==> src/rtl/core/gtm_pkg.sv <==
`timescale 1ns / 1ps
// ----------------------------------------------------------------------------
// gtm_pkg
// Shared types and constants of the greedy 2x2 tile merge unit.
// ----------------------------------------------------------------------------
package gtm_pkg;

  // Field widths fixed by the interface
  localparam int TYPE_W   = 8;
  localparam int DIM_W    = 9;
  localparam int SIZE_W   = 16;
  localparam int CFG_W    = 16;
  localparam int COORD_W  = 8;
  localparam int WORLD_W  = 25;
  localparam int EXTENT_W = 17;

  // Register reset values
  localparam logic [TYPE_W-1:0] RST_TARGET_TYPE = 8'd0;
  localparam logic [DIM_W-1:0]  RST_GRID_DIM    = 9'd256;
  localparam logic [SIZE_W-1:0] RST_TILE_SIZE   = 16'd100;

  // Configuration register indexes
  typedef enum logic [1:0] {
    CFG_TARGET_TYPE = 2'd0,
    CFG_GRID_WIDTH  = 2'd1,
    CFG_GRID_HEIGHT = 2'd2,
    CFG_TILE_SIZE   = 2'd3
  } cfg_index_t;

  // Classification of one accepted tile, front to back
  typedef struct packed {
    logic match;      // tile equals the target type
    logic row_end;    // last column of the grid
    logic last_row;   // last row of the grid
    logic has_upper;  // a row above exists
    logic has_left;   // a column to the left exists
  } tile_class_t;

  // Match and visited bits of one cell
  typedef struct packed {
    logic m;
    logic v;
  } cell_bits_t;

  // Per-point tag travelling with the coordinates
  typedef struct packed {
    logic merged;
    logic last;
  } point_tag_t;

endpackage

==> src/rtl/core/gtm_queue.sv <==
`timescale 1ns / 1ps
// ----------------------------------------------------------------------------
// gtm_queue
// Two-entry queue between the classifier and the merge engine.
// ----------------------------------------------------------------------------
module gtm_queue #(
  parameter int DW = 8
) (
  input  logic          clk,
  input  logic          rst,
  input  logic          push_valid,
  output logic          push_ready,
  input  logic [DW-1:0] push_data,
  output logic          pop_valid,
  input  logic          pop_ready,
  output logic [DW-1:0] pop_data
);

  localparam int DEPTH = 2;
  localparam int AW    = $clog2(DEPTH);
  localparam int CNT_W = $clog2(DEPTH + 1);

  logic [DW-1:0]    mem [DEPTH];
  logic [AW-1:0]    wr_ptr;
  logic [AW-1:0]    rd_ptr;
  logic [CNT_W-1:0] count;
  logic             push;
  logic             pop;

  assign push_ready = (count != CNT_W'(DEPTH));
  assign pop_valid  = (count != '0);
  assign pop_data   = mem[rd_ptr];
  assign push       = push_valid && push_ready;
  assign pop        = pop_valid && pop_ready;

  // Pointers and fill level
  always_ff @(posedge clk) begin
    if (rst) begin
      wr_ptr <= '0;
      rd_ptr <= '0;
      count  <= '0;
    end else begin
      if (push) wr_ptr <= wr_ptr + AW'(1);
      if (pop)  rd_ptr <= rd_ptr + AW'(1);
      case ({push, pop})
        2'b10:   count <= count + CNT_W'(1);
        2'b01:   count <= count - CNT_W'(1);
        default: count <= count;
      endcase
    end
  end

  // Storage
  always_ff @(posedge clk) begin
    if (push) mem[wr_ptr] <= push_data;
  end

endmodule

==> src/rtl/core/gtm_front.sv <==
`timescale 1ns / 1ps
// ----------------------------------------------------------------------------
// gtm_front
// Accepts tiles, tracks the raster position and classifies each tile.
// ----------------------------------------------------------------------------
module gtm_front #(
  parameter int CW = 8,
  parameter int RW = 8
) (
  input  logic                       clk,
  input  logic                       rst,
  input  logic                       restart,
  input  logic [gtm_pkg::TYPE_W-1:0] target_type,
  input  logic [CW-1:0]              wm1,
  input  logic [RW-1:0]              hm1,
  input  logic                       tile_valid,
  output logic                       tile_stall,
  input  logic [gtm_pkg::TYPE_W-1:0] tile_type,
  output logic                       push_valid,
  input  logic                       push_ready,
  output logic [CW-1:0]              col,
  output logic [RW-1:0]              row,
  output gtm_pkg::tile_class_t       cls
);

  import gtm_pkg::*;

  logic accept;

  assign tile_stall = !push_ready;
  assign push_valid = tile_valid;
  assign accept     = tile_valid && push_ready;

  // Classification of the tile at the current position
  always_comb begin
    cls.match     = (tile_type == target_type);
    cls.row_end   = (col == wm1);
    cls.last_row  = (row == hm1);
    cls.has_upper = (row != '0);
    cls.has_left  = (col != '0);
  end

  // Raster position; a geometry change restarts the grid
  always_ff @(posedge clk) begin
    if (rst || restart) begin
      col <= '0;
      row <= '0;
    end else if (accept) begin
      if (cls.row_end) begin
        col <= '0;
        row <= cls.last_row ? '0 : row + RW'(1);
      end else begin
        col <= col + CW'(1);
      end
    end
  end

endmodule

==> src/rtl/core/gtm_back.sv <==
`timescale 1ns / 1ps
// ----------------------------------------------------------------------------
// gtm_back
// Merge engine: row delay line of cell bits, per-tile decisions and the
// sequencer that hands out the resulting points one per cycle while pt_ready is high.
// ----------------------------------------------------------------------------
module gtm_back #(
  parameter int MAX_WIDTH = 256,
  parameter int CW        = 8,
  parameter int RW        = 8
) (
  input  logic                 clk,
  input  logic                 rst,
  input  logic [CW-1:0]        wm1,
  input  logic                 ent_valid,
  output logic                 ent_ready,
  input  logic [CW-1:0]        ent_col,
  input  logic [RW-1:0]        ent_row,
  input  gtm_pkg::tile_class_t ent_cls,
  output logic                 pt_valid,
  input  logic                 pt_ready,
  output logic [CW-1:0]        pt_x,
  output logic [RW-1:0]        pt_y,
  output gtm_pkg::point_tag_t  pt_tag
);

  import gtm_pkg::*;

  localparam int LINE_N = MAX_WIDTH - 1;

  // Row state
  cell_bits_t line_q [LINE_N];
  cell_bits_t up_prev;   // upper row, column to the left
  cell_bits_t lo_prev;   // current row, column to the left
  cell_bits_t tap;       // upper row, current column
  cell_bits_t wr;        // finished cell entering the delay line

  // Decision terms
  logic       cand;
  logic       merge;
  logic       un_v1;
  logic       lx_v1;
  logic [3:0] new_mask;

  // Point sequencer
  logic [3:0]    ev_mask;
  logic [CW-1:0] ev_col;
  logic [RW-1:0] ev_row;
  logic          ev_large;
  logic [3:0]    pick;
  logic [3:0]    rem;
  logic          issue;
  logic          load;

  // Decisions for the tile at the queue head
  always_comb begin
    tap   = (wm1 == '0) ? lo_prev : line_q[0];
    cand  = ent_cls.has_upper && ent_cls.has_left && up_prev.m && !up_prev.v;
    merge = cand && tap.m && !tap.v && lo_prev.m && !lo_prev.v && ent_cls.match;
    un_v1 = tap.v | merge;
    lx_v1 = lo_prev.v | merge;
    // slot order: upper left, upper here, bottom left, bottom here
    new_mask[0] = cand;
    new_mask[1] = ent_cls.has_upper && ent_cls.row_end && tap.m && !un_v1;
    new_mask[2] = ent_cls.last_row && ent_cls.has_left && lo_prev.m && !lx_v1;
    new_mask[3] = ent_cls.last_row && ent_cls.row_end && ent_cls.match && !merge;
    wr.m = lo_prev.m;
    wr.v = lx_v1;
  end

  // Sequencer handshake
  always_comb begin
    pick      = ev_mask & (~ev_mask + 4'd1);
    rem       = ev_mask & ~pick;
    pt_valid  = (ev_mask != '0);
    issue     = pt_valid && pt_ready;
    ent_ready = (ev_mask == '0) || (issue && (rem == '0));
    load      = ent_valid && ent_ready;
  end

  // Point coordinates of the picked slot
  always_comb begin
    pt_x          = (pick[0] || pick[2]) ? ev_col - CW'(1) : ev_col;
    pt_y          = (pick[0] || pick[1]) ? ev_row - RW'(1) : ev_row;
    pt_tag.merged = pick[0] && ev_large;
    pt_tag.last   = (rem == '0);
  end

  // Pending points and neighbour bits
  always_ff @(posedge clk) begin
    if (rst) begin
      ev_mask <= '0;
      up_prev <= '0;
      lo_prev <= '0;
    end else begin
      if (load) begin
        ev_mask <= new_mask;
        up_prev <= '{m: tap.m, v: un_v1};
        lo_prev <= '{m: ent_cls.match, v: merge};
      end else if (issue) begin
        ev_mask <= rem;
      end
    end
  end

  always_ff @(posedge clk) begin
    if (load) begin
      ev_col   <= ent_col;
      ev_row   <= ent_row;
      ev_large <= merge;
    end
  end

  // Delay line of width-1 cells; enters at the tap chosen by the width
  for (genvar i = 0; i < LINE_N; i++) begin : g_line
    if (i == LINE_N - 1) begin : g_tail
      always_ff @(posedge clk) begin
        if (load) line_q[i] <= wr;
      end
    end else begin : g_mid
      always_ff @(posedge clk) begin
        if (load) begin
          if ((CW+1)'(i + 1) == {1'b0, wm1}) line_q[i] <= wr;
          else line_q[i] <= line_q[i+1];
        end
      end
    end
  end

endmodule

==> src/rtl/core/gtm_emit.sv <==
`timescale 1ns / 1ps
// ----------------------------------------------------------------------------
// gtm_emit
// Scales point coordinates by the tile size and drives the point output.
// ----------------------------------------------------------------------------
module gtm_emit #(
  parameter int CW = 8,
  parameter int RW = 8
) (
  input  logic                         clk,
  input  logic                         rst,
  input  logic [gtm_pkg::SIZE_W-1:0]   tile_size,
  input  logic                         pt_valid,
  output logic                         pt_ready,
  input  logic [CW-1:0]                pt_x,
  input  logic [RW-1:0]                pt_y,
  input  gtm_pkg::point_tag_t          pt_tag,
  output logic                         point_valid,
  input  logic                         point_stall,
  output logic [gtm_pkg::COORD_W-1:0]  cell_x,
  output logic [gtm_pkg::COORD_W-1:0]  cell_y,
  output logic                         is_large,
  output logic [gtm_pkg::WORLD_W-1:0]  world_x_half,
  output logic [gtm_pkg::WORLD_W-1:0]  world_y_half,
  output logic [gtm_pkg::EXTENT_W-1:0] extent_half,
  output logic                         last
);

  import gtm_pkg::*;

  localparam int PXW = CW + 1 + SIZE_W;
  localparam int PYW = RW + 1 + SIZE_W;
  localparam int EXW = (PXW > WORLD_W) ? PXW : WORLD_W;
  localparam int EYW = (PYW > WORLD_W) ? PYW : WORLD_W;

  logic          m_valid;
  logic [CW-1:0] mx;
  logic [RW-1:0] my;
  point_tag_t    mtag;
  logic          out_free;
  logic          m_ready;
  logic [EXW-1:0] px;
  logic [EYW-1:0] py;

  assign out_free = !point_valid || !point_stall;
  assign m_ready  = !m_valid || out_free;
  assign pt_ready = m_ready;

  // Position in half units: 2x*size, or (2x+1)*size for a merged block
  assign px = EXW'({mx, mtag.merged}) * EXW'(tile_size);
  assign py = EYW'({my, mtag.merged}) * EYW'(tile_size);

  // Stage valids
  always_ff @(posedge clk) begin
    if (rst) begin
      m_valid     <= 1'b0;
      point_valid <= 1'b0;
    end else begin
      if (m_ready)  m_valid     <= pt_valid;
      if (out_free) point_valid <= m_valid;
    end
  end

  // Operand stage
  always_ff @(posedge clk) begin
    if (pt_valid && m_ready) begin
      mx   <= pt_x;
      my   <= pt_y;
      mtag <= pt_tag;
    end
  end

  // Output register
  always_ff @(posedge clk) begin
    if (m_valid && out_free) begin
      cell_x       <= COORD_W'(mx);
      cell_y       <= COORD_W'(my);
      is_large     <= mtag.merged;
      world_x_half <= px[WORLD_W-1:0];
      world_y_half <= py[WORLD_W-1:0];
      extent_half  <= mtag.merged ? {tile_size, 1'b0} : {1'b0, tile_size};
      last         <= mtag.last;
    end
  end

endmodule

==> src/rtl/core/greedy_2x2_tile_merge_unit.sv <==
// Path: queue, sequencer, operand stage and output register; a cell is
// decided one row and one column late. Throughput: one tile per cycle while
// each tile yields at most one point and the output does not stall; a tile
// with several points holds the sequencer until its last point is issued.
// Reset: synchronous; clears counters, queue and pipeline, loads defaults.
`timescale 1ns / 1ps
// ----------------------------------------------------------------------------
// greedy_2x2_tile_merge_unit
// Streams grid tiles in raster order and emits single or merged 2x2 points.
// ----------------------------------------------------------------------------
module greedy_2x2_tile_merge_unit #(
  parameter int MAX_WIDTH  = 256,
  parameter int MAX_HEIGHT = 256
) (
  input  logic                         clk,
  input  logic                         rst,
  // configuration
  input  logic                         cfg_valid,
  output logic                         cfg_ready,
  input  gtm_pkg::cfg_index_t          cfg_index,
  input  logic [gtm_pkg::CFG_W-1:0]    cfg_data,
  // tiles
  input  logic                         tile_valid,
  output logic                         tile_stall,
  input  logic [gtm_pkg::TYPE_W-1:0]   tile_type,
  // points
  output logic                         point_valid,
  input  logic                         point_stall,
  output logic [gtm_pkg::COORD_W-1:0]  cell_x,
  output logic [gtm_pkg::COORD_W-1:0]  cell_y,
  output logic                         is_large,
  output logic [gtm_pkg::WORLD_W-1:0]  world_x_half,
  output logic [gtm_pkg::WORLD_W-1:0]  world_y_half,
  output logic [gtm_pkg::EXTENT_W-1:0] extent_half,
  output logic                         last
);

  import gtm_pkg::*;

  localparam int CW  = $clog2(MAX_WIDTH);
  localparam int RW  = (MAX_HEIGHT > 1) ? $clog2(MAX_HEIGHT) : 1;
  localparam int GWW = (CW + 1 > DIM_W) ? CW + 1 : DIM_W;
  localparam int GHW = (RW + 1 > DIM_W) ? RW + 1 : DIM_W;
  localparam int CLS_W = $bits(tile_class_t);
  localparam int QW  = CW + RW + CLS_W;

  // Configuration registers
  logic [TYPE_W-1:0] target_type;
  logic [DIM_W-1:0]  grid_width;
  logic [DIM_W-1:0]  grid_height;
  logic [SIZE_W-1:0] tile_size;
  logic              cfg_wr;
  logic              restart;

  // Clamped geometry, minus one
  logic [GWW-1:0] gw_ext;
  logic [GHW-1:0] gh_ext;
  logic [CW-1:0]  wm1;
  logic [RW-1:0]  hm1;

  // Front to queue to back
  logic          f_push_valid;
  logic          f_push_ready;
  logic [CW-1:0] f_col;
  logic [RW-1:0] f_row;
  tile_class_t   f_cls;
  logic [QW-1:0] q_in;
  logic [QW-1:0] q_out;
  logic          q_valid;
  logic          q_ready;
  logic [CW-1:0] b_col;
  logic [RW-1:0] b_row;
  tile_class_t   b_cls;

  // Back to emit
  logic          pt_valid;
  logic          pt_ready;
  logic [CW-1:0] pt_x;
  logic [RW-1:0] pt_y;
  point_tag_t    pt_tag;

  assign cfg_ready = 1'b1;
  assign cfg_wr    = cfg_valid && cfg_ready;
  assign restart   = cfg_wr &&
                     ((cfg_index == CFG_GRID_WIDTH) || (cfg_index == CFG_GRID_HEIGHT));

  // Register writes
  always_ff @(posedge clk) begin
    if (rst) begin
      target_type <= RST_TARGET_TYPE;
      grid_width  <= RST_GRID_DIM;
      grid_height <= RST_GRID_DIM;
      tile_size   <= RST_TILE_SIZE;
    end else if (cfg_wr) begin
      case (cfg_index)
        CFG_TARGET_TYPE: target_type <= cfg_data[TYPE_W-1:0];
        CFG_GRID_WIDTH:  grid_width  <= cfg_data[DIM_W-1:0];
        CFG_GRID_HEIGHT: grid_height <= cfg_data[DIM_W-1:0];
        CFG_TILE_SIZE:   tile_size   <= cfg_data[SIZE_W-1:0];
        default:         target_type <= target_type;
      endcase
    end
  end

  // Zero counts as one, large values saturate
  always_comb begin
    gw_ext = GWW'(grid_width);
    gh_ext = GHW'(grid_height);
    if (gw_ext == '0) wm1 = '0;
    else if (gw_ext > GWW'(MAX_WIDTH)) wm1 = CW'(MAX_WIDTH - 1);
    else wm1 = CW'(gw_ext - GWW'(1));
    if (gh_ext == '0) hm1 = '0;
    else if (gh_ext > GHW'(MAX_HEIGHT)) hm1 = RW'(MAX_HEIGHT - 1);
    else hm1 = RW'(gh_ext - GHW'(1));
  end

  gtm_front #(
    .CW (CW),
    .RW (RW)
  ) u_front (
    .clk         (clk),
    .rst         (rst),
    .restart     (restart),
    .target_type (target_type),
    .wm1         (wm1),
    .hm1         (hm1),
    .tile_valid  (tile_valid),
    .tile_stall  (tile_stall),
    .tile_type   (tile_type),
    .push_valid  (f_push_valid),
    .push_ready  (f_push_ready),
    .col         (f_col),
    .row         (f_row),
    .cls         (f_cls)
  );

  assign q_in = {f_col, f_row, f_cls};

  gtm_queue #(
    .DW (QW)
  ) u_queue (
    .clk        (clk),
    .rst        (rst),
    .push_valid (f_push_valid),
    .push_ready (f_push_ready),
    .push_data  (q_in),
    .pop_valid  (q_valid),
    .pop_ready  (q_ready),
    .pop_data   (q_out)
  );

  assign {b_col, b_row, b_cls} = q_out;

  gtm_back #(
    .MAX_WIDTH (MAX_WIDTH),
    .CW        (CW),
    .RW        (RW)
  ) u_back (
    .clk       (clk),
    .rst       (rst),
    .wm1       (wm1),
    .ent_valid (q_valid),
    .ent_ready (q_ready),
    .ent_col   (b_col),
    .ent_row   (b_row),
    .ent_cls   (b_cls),
    .pt_valid  (pt_valid),
    .pt_ready  (pt_ready),
    .pt_x      (pt_x),
    .pt_y      (pt_y),
    .pt_tag    (pt_tag)
  );

  gtm_emit #(
    .CW (CW),
    .RW (RW)
  ) u_emit (
    .clk          (clk),
    .rst          (rst),
    .tile_size    (tile_size),
    .pt_valid     (pt_valid),
    .pt_ready     (pt_ready),
    .pt_x         (pt_x),
    .pt_y         (pt_y),
    .pt_tag       (pt_tag),
    .point_valid  (point_valid),
    .point_stall  (point_stall),
    .cell_x       (cell_x),
    .cell_y       (cell_y),
    .is_large     (is_large),
    .world_x_half (world_x_half),
    .world_y_half (world_y_half),
    .extent_half  (extent_half),
    .last         (last)
  );

`ifndef SYNTHESIS
  // Raster position stays inside the configured grid
  a_col_in_grid: assert property (@(posedge clk) disable iff (rst) f_col <= wm1)
    else $error("column counter beyond grid width");
  a_row_in_grid: assert property (@(posedge clk) disable iff (rst) f_row <= hm1)
    else $error("row counter beyond grid height");
  // A geometry write restarts the grid at the top-left cell
  a_restart: assert property (@(posedge clk) disable iff (rst)
    restart |=> (f_col == '0) && (f_row == '0))
    else $error("grid not restarted after geometry write");
`endif

endmodule

==> config.mk <==
export PLATFORM = sky130hd
export DESIGN_NAME = greedy_2x2_tile_merge_unit
export DESIGN_NICKNAME = d
export VERILOG_FILES = /design/src/rtl/core/gtm_pkg.sv /design/src/rtl/core/gtm_queue.sv /design/src/rtl/core/gtm_front.sv /design/src/rtl/core/gtm_back.sv /design/src/rtl/core/gtm_emit.sv /design/src/rtl/core/greedy_2x2_tile_merge_unit.sv
export SDC_FILE = /design/constraint.sdc
export NUM_CORES = 2
export LEC_CHECK = 0
export ABC_AREA = 1
export BUFFER_PORTS_ARGS = -buffer_cell sky130_fd_sc_hd__buf_2
export CAP_MARGIN = 30
export CORE_UTILIZATION = 69
export DETAILED_ROUTE_END_ITERATION = 10
export GPL_TIMING_DRIVEN = 0
export HOLD_SLACK_MARGIN = 0.05
export PLACE_DENSITY = 0.87
export SLEW_MARGIN = 10
export SYNTH_ARGS = -nofsm -noshare
export SYNTH_HDL_FRONTEND = slang
export SYNTH_HIERARCHICAL = 1
export SYNTH_SLANG_ARGS = --single-unit
==> constraint.sdc <==
create_clock -name clk -period 37.1 [get_ports clk]
set_clock_uncertainty 0.1 [all_clocks]
set_input_delay 7.42 -clock clk [delete_from_list [all_inputs] [get_ports clk]]
set_output_delay 7.42 -clock clk [all_outputs]
set_load 0.02 [all_outputs]
# --- Yosys cells after proc, flatten, opt, wreduce, memory -nomap -nowiden ---
# Memories as Yosys holds them, arrays and structs flattened. A register that Yosys moved wholly into a read port is not among the register bits.
# Index checks and enable logic that the tools add are counted.
word_totals:
  ramBits: 552
  elab_cells: 2427
  mem_count: 2
  ff_bits: 192
memory_table:
  columns: ["memory", "words", "width", "rd", "rd_ports_with_merged_regs", "write_ports", "line", "source"]
  rows:
  - ["u_back.line_q", 255, 2, 255, 0, 255, "gtm_back.sv:32", "cell_bits_t line_q [LINE_N];"]
  - ["u_queue.mem", 2, 21, 1, 1, 1, "gtm_queue.sv:23", "logic [DW-1:0] mem [DEPTH];"]
classes:
  addsub: 11
  n_reduce_logical: 58
  n_eq_ne: 263
  n_mul: 2
  magnitude_cmp: 2
  bitwise: 260
  n_mux: 1797
op_table:
  columns: ["operator", "count"]
  rows:
  - ["$mux 1", 1530]
  - ["$eq 8x8->1 const A", 127]
  - ["$eq 7x8->1 const A", 64]
  - ["$mux 2", 255]
  - ["$eq 6x8->1 const A", 32]
  - ["$or 1x1->1", 256]
  - ["$eq 5x8->1 const A", 16]
  - ["$eq 4x8->1 const A", 8]
  - ["$mux 8", 8]
  - ["$mul 9x16->25", 2]
  - ["$eq 3x8->1 const A", 4]
  - ["$sub 8x1->8 const B", 4]
  - ["$eq 8x8->1", 3]
  - ["$logic_and 1x1->1", 24]
  - ["$gt 9x9->1 const B", 2]
  - ["$logic_not 9->1", 2]
  - ["$add 8x1->8 const B", 2]
  - ["$eq 2x8->1 const A", 2]
  - ["$mux 16", 1]
  - ["$reduce_bool 8->1", 2]
  - ["$logic_not 1->1", 10]
  - ["$reduce_and 2->1", 5]
  - ["$and 4x4->4", 2]
  - ["$eq 1x8->1 const A", 1]
  - ["16 further kinds", 31]

# --- Logic depth before layout (Yosys ltp) ---
logic_depth:
  word_depth: 14
  depth_mapped: 23
  mapped_depth_nobuf: 21

# --- By module ---
# Netlist, hierarchy kept.
by_module_without_submodules:
  columns: ["module", "area_each_um2", "cells_each", "instances"]
  rows:
  - ["gtm_back", 25020.2, 2108, 1]
  - ["gtm_emit", 13346.6, 1659, 1]
  - ["greedy_2x2_tile_merge_unit", 2013.2, 284, 1]
  - ["gtm_queue", 1851.8, 103, 1]
  - ["gtm_front", 1382.6, 233, 1]

# --- Worst setup path after synthesis ---
# No wires, ideal clock.
synth_timing:
  path_type: "input -> register"
  startpoint: "input port point_stall"
  endpoint: "register u_back.ev_col[0] (enable)"
  n_path_buf: 1
  stages: 8
  slack_ns: 17.843
  setup_time_ns: 0.876
  required_time_ns: 36.124
  arrival_ns: 18.281
  path_cell_list: "nand2_1 -> inv_1 -> nand2_1 -> nand3_2 -> nand2_2 -> nand2_4 -> buf_6 -> inv_1"
synth_between:
  elab_chain_cells: 7
synth_rtl:
  columns: ["item", "line", "source"]
  rows:
  - ["start: declaration", "greedy_2x2_tile_merge_unit.sv:28", "input logic point_stall,"]
  - ["$logic_not 1->1", "gtm_emit.sv:45", "assign out_free = !point_valid || !point_stall;"]
  - ["$logic_or 1x1->1", "gtm_emit.sv:45", null]
  - ["$logic_or 1x1->1", "gtm_emit.sv:46", "assign m_ready = !m_valid || out_free;"]
  - ["via pt_ready", "greedy_2x2_tile_merge_unit.sv:77", "logic pt_ready;"]
  - ["$logic_and 1x1->1", "gtm_back.sv:76", "issue = pt_valid && pt_ready;"]
  - ["$logic_and 1x1->1", "gtm_back.sv:77", "ent_ready = (ev_mask == '0) || (issue && (rem == '0));"]
  - ["$logic_or 1x1->1", "gtm_back.sv:77", null]
  - ["via q_ready", "greedy_2x2_tile_merge_unit.sv:70", "logic q_ready;"]
  - ["$logic_and 1x1->1", "gtm_back.sv:78", "load = ent_valid && ent_ready;"]
  - ["via u_back.load", "gtm_back.sv:53", "logic load;"]
  - ["end signal: assignment", "gtm_back.sv:108", "ev_col <= ent_col;"]
  - ["end: declaration", "gtm_back.sv:47", "logic [CW-1:0] ev_col;"]
# The timed path passes the listed nets, and every way through them passes these cells.
# A chain may end at the register's enable or synchronous reset.

==> run summary <==
Run status: finished, final reports clean
CP max stage delay: 0.44 ns
Setup-failing EPs final: 0
Hpwl dp: 71.0 mm
Synth unique cells: 44
Fmax: 101 MHz
Placed insts: 5355
Gr usage total: 33.9%
Cell area after synthesis: 43600 um^2
Area Overhead vs Synth: 10.0%
Final Critical Period: 9.89 ns
CP Capture Type: register
Inserted Diodes: 0
Gr ovfl total: 0
Initial antenna violation count: 0
Cells after Synth: 4387
Routability cong.: 0.922
First-pass GRT wire length: 168 mm
Slew Viols, Final: 0
Top_reg_cell synth: edfxtp_1
CP Cell Sequence: buf_2 -> nand2_1 -> inv_1 -> nand2_1 -> nand3_2 -> nand2_2 -> nand2_4 -> buf_6 -> inv_8 -> buf_16 -> buf_16
Pre-CTS WS: 26.67 ns
CP startpoint kind: primary input
Post-CTS setup buffers: 0
Die height: 253 um
Mapped Nets: 4721
Wire per inst: 19.6 um
Ys Warns: 6
Clk sinks: 744
RSZ-0062 raised after global routing: false
Cell Count, Final, Fillers Out: 5498
DRC: 0
# nets final: 4932
DR pass1 iterations: 8
Initial DRC count: 4483
#FFs+latches synth: 744
Top delay family on crit path: buffers and inverters
CTS Hold Buffers Added: 0
Routed WL: 108 mm
Slowest CP cell: buf_16
Ys async rst share: 0%
Worst Path Max Fanout: 95
Max Root-Sink Buffers: 3
Cts bufs inserted: 77
Initial Util: 70.3%
Die W: 253 um
Worst endpoint data arrival time: 10.06 ns
Die ar.: 64200 um^2
Sequential share of the synthesized area: 49.5%
Crit Path Category: primary input to register
Hold WC Path Type: register to register
Maximum vdd drop: 0.0830 mV
Slew @ Worst Pin: 1.05 ns
Reg clk slew, reported paths: 0.06 ns
Clock Latency Late Sink: 0.65 ns
Post-synth EDFFs: 671
Static leakage: 21.0 nW
Tot Pwr: 0.00508 W
Via count: 32900
Fin crit share: 26.7%
Max-cap violations: 0
Slew Limit Headroom: 29.9%
Pin count of the biggest net entering global routing: 108
Core outline area: 62100 um^2
Synthesized area per cell: 9.94 um^2
Cell Pwr Density: 106 nW/um^2
Final Hold Fails: 0
Setup TNS: 0 ns
CTS root buf: clkbuf_16
Via/cell ratio: 5.98
H-tree depth: 3
CTS tree: done
Row cnt: 91
Num ports: 119
Number of I/O port buffers: 117
Antenna viol nets, final: 0
Setup ws final: 27.21 ns
Post-CTS resize count: 0
Layout cells sized above 1: 13.6%
CP bufs+invs: 6
Required time worst endpoint: 37.27 ns
Vias in the first global route: 31900
## layout make-up
cell class	count	area [um^2]
clock inverter	42	402
fill	3684	14100
tap	837	1050
timing repair buffer	132	850
inverter	629	2370
multi-input combinational	2812	18400
sequential	744	21600
buffer	202	1250
clock buffer	100	2040
## flip-flops by register name (all words and copies together), names as in the netlist, 9 cells and up, named ones only
signal               count
u_emit/world_y_half     24
u_emit/world_x_half     25
grid_width               9
gh_ext                   9
u_back/line_q          510
u_emit/extent_half      17
tile_size               16
u_queue/mem             42
## logic make-up after synthesis
logic type               share of synthesized area, %
buffers and inverters                            8.28
XOR/XNOR                                         1.18
AO/OA/AOI/OAI                                    14.1
adder cells (fa/ha/maj)                          12.1
multiplexers                                    0.714
other                                         0.00860
AND/OR/NAND/NOR                                  14.1
flip-flops                                       49.5
## metrics by stage
stage | util [%] | cell area (um^2) | hold WS, ns
after detailed placement | 73.4 | 45500 | 0.329
after global placement | 72.9 | 45200 | 0.313
after global routing | 77.3 | 48000 | 0.315
final | 77.3 | 48000 | 0.318
after CTS | 77.3 | 48000 | 0.315
after floorplan | - | 43600 | 0.300
## per-layer routing
metal / vias to the layer above / part of all wire [%] / global-route usage, %
met4: 0 / 5.0 / 16.6
met1: 15700 / 37 / 43.9
met5: - / 0 / 0
met3: 407 / 10 / 7.15
li1: 14800 / - / -
met2: 2006 / 47 / 54.6
## report_power, final
group	total [W]	internal, W	switching (W)
combinational	0.00262	0.000850	0.00177
clock	0.000762	0.000428	0.000335
sequential	0.00170	0.00156	0.000138
## synthesized netlist by cell type (3+ instances only)
library cell     n  area [um^2]
nand4_1         20          125
nor3_1          18         90.1
o21ai_1        222         1110
nand3b_1         3         22.5
dfxtp_1         73         1460
buf_1            5         18.8
inv_2           16         60.1
nor2_4          12          135
a21oi_2         60          526
a21oi_1        138          691
nor2_1         184          691
clkbuf_4         6         45.0
buf_6           15          169
a21oi_4        114         1850
xor2_1          37          324
nand2_1       1144         4290
o21bai_1         8         60.1
ha_1           105         1310
buf_2           46          230
nor2_2          19          119
xnor2_1         20          175
mux2_4          20          300
edfxtp_1       671        20100
buf_4           29          218
nand3_1         68          340
fa_1           198         3960
nand2_2         29          181
nand3_2          7         70.1
nor4_1           4         25.0
clkbuf_1        89          334
buf_12          11          220
o21ai_0        367         1840
inv_1          613         2300
## worst paths after layout
path	startpoint	endpoint	slack, ns	cells after the start
worst max-delay path	point_stall	u_back/line_q[1][64]	27.21	11
worst min-delay path	u_emit/mtag[0]	u_emit/last	0.32	0
worst max register to register	u_emit/mx[2]	u_emit/world_x_half[23]	31.53	17
worst min register to register	u_emit/mtag[0]	u_emit/last	0.32	0
## layout by cell type, fill, tap and decap left out, types with 20 or more instances in the layout
cell	n
nor2_1	181
a21oi_2	60
ha_1	105
a21oi_4	114
buf_4	32
nand4_1	20
clkbuf_16	78
a21oi_1	138
dfxtp_1	73
clkbuf_1	110
nand2_2	29
o21ai_0	367
xnor2_1	20
fa_1	198
buf_2	163
mux2_4	20
inv_1	612
nand2_1	1144
edfxtp_1	671
nor2_2	21
xor2_1	37
nand3_1	68
o21ai_1	222
No activity file was read; power rests on OpenSTA's default activity.
